===== src/rtl/iee_pkg.sv =====
`default_nettype none
package iee_pkg;

  localparam int OperatorDepth = 16;
  localparam int ValueDepth    = 16;
  localparam int FractionBits  = 16;
  localparam int ValueWidth    = 48;
  localparam int OpIdxW        = $clog2(OperatorDepth);
  localparam int ValIdxW       = $clog2(ValueDepth);
  localparam int OpCntW        = $clog2(OperatorDepth + 1);
  localparam int ValCntW       = $clog2(ValueDepth + 1);

  localparam logic [7:0] CharZero   = 8'h30;
  localparam logic [7:0] CharNine   = 8'h39;
  localparam logic [7:0] CharLParen = 8'h28;
  localparam logic [7:0] CharRParen = 8'h29;
  localparam logic [7:0] CharMul    = 8'h2A;
  localparam logic [7:0] CharDiv    = 8'h2F;
  localparam logic [7:0] CharAdd    = 8'h2B;
  localparam logic [7:0] CharSub    = 8'h2D;

  typedef logic signed [ValueWidth-1:0] value_t;

  typedef enum logic [2:0] {
    OP_NONE   = 3'd0,
    OP_LPAREN = 3'd1,
    OP_ADD    = 3'd2,
    OP_SUB    = 3'd3,
    OP_MUL    = 3'd4,
    OP_DIV    = 3'd5
  } op_t;

  typedef enum logic [2:0] {
    ERR_OK       = 3'd0,
    ERR_DIV_ZERO = 3'd1,
    ERR_OVERFLOW = 3'd2,
    ERR_PAREN    = 3'd3,
    ERR_OPERAND  = 3'd4,
    ERR_SATURATE = 3'd5
  } err_t;

  typedef enum logic [3:0] {
    ST_IDLE,
    ST_DECODE,
    ST_LOOP,
    ST_POP_OP,
    ST_RD_A,
    ST_WAIT_A,
    ST_EXEC,
    ST_WAIT_ALU,
    ST_WB,
    ST_PUSH_OP,
    ST_FLUSH,
    ST_FINAL,
    ST_FINAL_RD,
    ST_OUT
  } state_t;

  typedef enum logic [2:0] {A_IDLE, A_MUL0, A_MUL1, A_MUL2, A_DIV, A_FIN} astate_t;

  typedef struct packed {
    logic        in_ready;
    logic        cap_char;
    logic        push_val;
    logic        push_op;
    op_t         push_code;
    logic        pop_op;
    logic        rd_b;
    logic        rd_a;
    logic        start_alu;
    logic        wb;
    logic        set_err;
    err_t        err;
    logic        load_out;
    logic        clear;
  } ctrl_t;

  typedef struct packed {
    logic [7:0]  ch;
    logic        last;
    op_t         op_top;
    logic        op_empty;
    logic        op_full;
    logic        val_full;
    logic        val_lt2;
    logic        alu_done;
    logic        out_busy;
  } stat_t;

endpackage
`default_nettype wire


===== src/rtl/iee_ctrl.sv =====
`default_nettype none
module iee_ctrl
  import iee_pkg::*;
(
  input  wire logic  clk,
  input  wire logic  rst_n,
  input  wire logic  in_valid,
  input  stat_t      stat,
  output ctrl_t      ctrl
);

  state_t state_r, state_nxt;
  logic   flushing_r, flushing_nxt;
  logic   is_digit, is_mul, is_add, is_rp, is_lp;
  logic   loop_go;
  op_t    popped_r;

  assign is_digit = (stat.ch >= CharZero) && (stat.ch <= CharNine);
  assign is_mul   = (stat.ch == CharMul) || (stat.ch == CharDiv);
  assign is_add   = (stat.ch == CharAdd) || (stat.ch == CharSub);
  assign is_rp    = (stat.ch == CharRParen);
  assign is_lp    = (stat.ch == CharLParen);

  always_comb begin
    loop_go = 1'b0;
    if (!stat.op_empty) begin
      if (is_mul) loop_go = (stat.op_top == OP_MUL) || (stat.op_top == OP_DIV);
      else        loop_go = (stat.op_top != OP_LPAREN);
    end
  end

  always_comb begin
    state_nxt    = state_r;
    flushing_nxt = flushing_r;
    case (state_r)
      ST_IDLE: if (in_valid) state_nxt = ST_DECODE;
      ST_DECODE: begin
        flushing_nxt = 1'b0;
        if (is_digit) state_nxt = ST_FLUSH;
        else if (is_lp) state_nxt = ST_PUSH_OP;
        else if (is_rp || is_mul || is_add) state_nxt = ST_LOOP;
        else state_nxt = ST_FLUSH;
      end
      ST_LOOP: begin
        if (loop_go) state_nxt = ST_POP_OP;
        else if (is_rp) state_nxt = ST_FLUSH;
        else state_nxt = ST_PUSH_OP;
      end
      ST_POP_OP: state_nxt = ST_RD_A;
      ST_RD_A: begin
        if (flushing_r && popped_r == OP_LPAREN) state_nxt = ST_FLUSH;
        else if (stat.val_lt2) state_nxt = flushing_r ? ST_FLUSH : ST_LOOP;
        else state_nxt = ST_WAIT_A;
      end
      ST_WAIT_A: state_nxt = ST_EXEC;
      ST_EXEC: state_nxt = ST_WAIT_ALU;
      ST_WAIT_ALU: if (stat.alu_done) state_nxt = ST_WB;
      ST_WB: state_nxt = flushing_r ? ST_FLUSH : ST_LOOP;
      ST_PUSH_OP: state_nxt = ST_FLUSH;
      ST_FLUSH: begin
        if (!stat.last) state_nxt = ST_IDLE;
        else if (!stat.op_empty) begin
          flushing_nxt = 1'b1;
          state_nxt = ST_POP_OP;
        end else state_nxt = ST_FINAL;
      end
      ST_FINAL: state_nxt = ST_FINAL_RD;
      ST_FINAL_RD: if (!stat.out_busy) state_nxt = ST_OUT;
      ST_OUT: state_nxt = ST_IDLE;
      default: state_nxt = ST_IDLE;
    endcase
  end

  // The stack top has already moved on in ST_RD_A, so the paren check there
  // uses the code captured while the operator was popped.
  always_ff @(posedge clk) begin
    if (state_r == ST_POP_OP) popped_r <= stat.op_top;
  end

  always_comb begin
    ctrl = '0;
    ctrl.push_code = OP_NONE;
    ctrl.err = ERR_OK;
    case (state_r)
      ST_IDLE: begin
        ctrl.in_ready = 1'b1;
        ctrl.cap_char = in_valid;
      end
      ST_DECODE: begin
        if (is_digit) begin
          if (stat.val_full) begin
            ctrl.set_err = 1'b1;
            ctrl.err = ERR_OVERFLOW;
          end else ctrl.push_val = 1'b1;
        end
      end
      ST_LOOP: begin
        if (!loop_go && is_rp) begin
          if (stat.op_empty) begin
            ctrl.set_err = 1'b1;
            ctrl.err = ERR_PAREN;
          end else ctrl.pop_op = 1'b1;
        end
      end
      ST_POP_OP: begin
        ctrl.pop_op = 1'b1;
        ctrl.rd_b = 1'b1;
      end
      ST_RD_A: begin
        ctrl.rd_a = 1'b1;
        if (flushing_r && popped_r == OP_LPAREN) begin
          ctrl.set_err = 1'b1;
          ctrl.err = ERR_PAREN;
        end else if (stat.val_lt2) begin
          ctrl.set_err = 1'b1;
          ctrl.err = ERR_OPERAND;
        end
      end
      ST_WAIT_A: ctrl.rd_a = 1'b1;
      ST_EXEC: ctrl.start_alu = 1'b1;
      ST_WB: ctrl.wb = 1'b1;
      ST_PUSH_OP: begin
        if (stat.op_full) begin
          ctrl.set_err = 1'b1;
          ctrl.err = ERR_OVERFLOW;
        end else begin
          ctrl.push_op = 1'b1;
          if (is_lp) ctrl.push_code = OP_LPAREN;
          else if (stat.ch == CharMul) ctrl.push_code = OP_MUL;
          else if (stat.ch == CharDiv) ctrl.push_code = OP_DIV;
          else if (stat.ch == CharAdd) ctrl.push_code = OP_ADD;
          else ctrl.push_code = OP_SUB;
        end
      end
      ST_FINAL: ;
      ST_FINAL_RD: ;
      ST_OUT: begin
        ctrl.load_out = 1'b1;
        ctrl.clear = 1'b1;
      end
      default: ;
    endcase
  end

  always_ff @(posedge clk) begin
    if (!rst_n) begin
      state_r    <= ST_IDLE;
      flushing_r <= 1'b0;
    end else begin
      state_r    <= state_nxt;
      flushing_r <= flushing_nxt;
    end
  end

  a_one_push: assert property (@(posedge clk) disable iff (!rst_n)
    !(ctrl.push_op && ctrl.pop_op)) else $error("push and pop together");
  a_out_free: assert property (@(posedge clk) disable iff (!rst_n)
    ctrl.load_out |-> !stat.out_busy) else $error("result overwritten");
  a_exec_wait: assert property (@(posedge clk) disable iff (!rst_n)
    (state_r == ST_EXEC) |=> (state_r == ST_WAIT_ALU)) else $error("exec sequencing");

endmodule
`default_nettype wire


===== config.mk =====
export PLATFORM = sky130hd
export DESIGN_NAME = iee_ctrl
export DESIGN_NICKNAME = d
export VERILOG_FILES = /design/src/rtl/iee_pkg.sv /design/src/rtl/iee_ctrl.sv
export SDC_FILE = /design/constraint.sdc
export NUM_CORES = 1
export LEC_CHECK = 0
export BUFFER_PORTS_ARGS = -buffer_cell sky130_fd_sc_hd__clkbuf_2
export CORE_MARGIN = 5
export CORE_UTILIZATION = 40
export DETAILED_ROUTE_END_ITERATION = 8
export PLACE_DENSITY = 0.69
export RECOVER_POWER = 25
export SYNTH_ARGS = -nofsm -noshare
export SYNTH_HDL_FRONTEND = slang
export SYNTH_SLANG_ARGS = --single-unit

===== constraint.sdc =====
create_clock -name clk -period 3.72 [get_ports clk]
set_input_delay 0.372 -clock clk [delete_from_list [all_inputs] [get_ports clk]]
set_output_delay 0.372 -clock clk [all_outputs]
set_load 0.03 [all_outputs]

==> impl_metrics.toml <==
[cts]
cts.reportedPaths.clkPinSlew_ps = 50
cts_tree = "done"
cts_resized = 0
clock-sinks = 8
clk_latency_ps = 260
htreeDepth = 1
root_buffer = "clkbuf_4"
cts_hold_buf = 0
ctsLongestPathBuffers = 2
postCtsSetupRepairBufs = 0
cts_made_buffers = 3

[setup_path]
critPathMaxStageDelay_ps = 650
crit_required_ps = 3350
cp_cell_sequence = "nand2b_1 -> nor3_1 -> o2bb2ai_1 -> a221o_1 -> nand2b_1 -> clkbuf_2"
cp-end-kind = "output port"
critPathBufInv = 1
worst_setup_path_start_kind = "flip-flop"
cp_top_family = "simple AND/OR/NAND/NOR gates"
worstPathArrival_ps = 2220
crit_path_top_delay_cell = "dfxtp_1"
cpMostUsedCell = "nand2b_1"
worstPathMaxFanout = 16
criticalPathCategory = "flip-flop to output port"

[layout]
num-nets-final = 186
syn_to_final_growth_pct = 23.5
drive_above_1_share = 0.268
n_antenna_cell = 0
final_core_util = 0.509

[grt]
grt_overflow = 0
grt_usage = 0.170
grt_first_pass_wirelength_mm = 4.46
antenna_found_initial = 0
grt_max_degree = 19
grt_pass1_vias = 999

[timing]
rsz0062_at_grt = "false"
period_share = 0.697
slew_headroom = 0.616
setup_tns_ps = 0
min_period_ps = 2590
setup_slack_ps = 1130
skew_ps = 6.55
max_freq_mhz = 386
hold_viol = 0
tightest_slew_ps = 575
finalSetupViolations = 0
slew_viol_final = 0

[synth]
synth_top_area_share = 0.112
yosysUniqueCellTypes = 41
synthesis.nets = 152
synth-edff-count = 3
synth_top_cell_by_area = "dfxtp_1"
synth_area_leaders = "dfxtp_1, edfxtp_1, nor3_1, nand2_1, nor2_1"
synthTopCellsByCount = "nand2_1, nor2_1, nor3_1, o21ai_0"
ys_seq_elements = 8
ys.flop_type = "dfxtp_1"
ys_async_sr_fraction = 0
syn-cell-area_um2 = 895
avgSynthCellArea_um2 = 6.83
ys_seq_area_frac = 0.213
syn_inst = 131
ys_warn_count = 0

[detailed_routing]
antenna_left = 0
drc = 0
via_per_inst = 5.63
drtPass1Iterations = 4
vias = 1080
post_drt_wl_per_cell_um = 13.4
routed_wl_mm = 2.58
drt_iter0_drc = 29

[floorplan]
fp.dieW_um = 57.3
fp.coreArea_mm2 = 0.00217
die_y_um = 57.3
start_util = 0.412
rows = 17
die-area_mm2 = 0.00328
ios = 39

[status]
status = "finished clean"

[placement]
place.gp.congestion = 0.919
place_hpwl_mm = 2.12
place_ws_ps = 1230
portBuffers = 38

[pwr]
p_leak_uw = 0.000482
power_density_mw_per_mm2 = 477
vdd.ir_drop.worst_v = 0.000215

[run]
maxCapViolations = 0

[hold_path]
hold_path_class = "primary input to flip-flop"
==> routing by layer <==
| layer | global-route usage | vias up | wire length, um |
|---|---|---|---|
| li1 | - | 554 | - |
| met1 | 0.211 | 462 | 1040 |
| met2 | 0.271 | 60 | 1230 |
| met3 | 0.0566 | 4 | 266 |
| met4 | 0.0695 | 0 | 41 |
| met5 | 0 | - | 0 |
==> layout make-up <==
cell class | count | area [um2]
clock buffer | 4 | 26.3
fill | 247 | 1060
inverter | 7 | 26.3
multi-input combinational | 107 | 639
sequential | 8 | 190
tap | 28 | 35.0
timing repair buffer | 38 | 188
==> worst reg2reg max path, cell delays in order, from the launching register on <==
cell,delay (ps)
dfxtp_1,680
nand2_1,250
nor3_1,470
a221o_1,260
a41oi_1,50
==> path summary, 6_finish.rpt <==
| path | from | end | slack (ps) | depth (start not counted) |
|---|---|---|---|---|
| worst min-delay path | stat[6] | popped_r[0]$_DFFE_PP_ | 300 | 1 |
| worst min register to register | flushing_r$_SDFFE_PN0P_ | flushing_r$_SDFFE_PN0P_ | 530 | 2 |
| worst max register to register | state_r[1]$_SDFFE_PN0P_ | state_r[3]$_SDFFE_PN0P_ | 1880 | 4 |
| worst max-delay path | state_r[2]$_SDFFE_PN0P_ | ctrl[5] | 1130 | 6 |
==> state kept, by name (all words and copies together) (netlist names) <==
signal / cells
flushing_r: 1
popped_r: 3
state_r: 4
==> placed cells by master (no fill, tap or decap), types with 2 or more instances in the layout <==
cell / n
nor3_1: 12
nor2_1: 16
nor3b_1: 3
nand2_1: 16
a221o_1: 2
and3_1: 2
edfxtp_1: 3
nand2b_1: 6
clkbuf_4: 3
a31oi_1: 4
or3_1: 3
nor2b_1: 4
clkbuf_2: 36
inv_1: 7
o21ai_0: 9
clkbuf_1: 3
a21oi_1: 7
dfxtp_1: 5
==> stage by stage <==
stage                     hold WS, ps  instances  cell area [um2]  power (uW)
final                             297        192             1100         527
after global placement            522        188             1080         454
after CTS                         290        192             1110         531
after floorplan                   471        131              895         380
after global routing              277        192             1100         576
after detailed placement          527        188             1080         458
==> report_power, final <==
group | internal [uW] | total, uW | leakage [uW] | switching, uW
registers | 109 | 169 | 0.0000679 | 59.8
clock network | 41.0 | 71.0 | 0.0000150 | 30.0
logic | 109 | 288 | 0.000399 | 178
==> logic make-up after synthesis <==
group	count (synthesis)	synth area share
xor gates and xnor gates	1	0.00979
and+or+nand+nor	70	0.422
buffers and inverters	16	0.0727
DFF	8	0.213
muxes	1	0.0112
AOI/OAI and AO/OA	35	0.271
No activity file was read; power rests on OpenSTA's default activity.
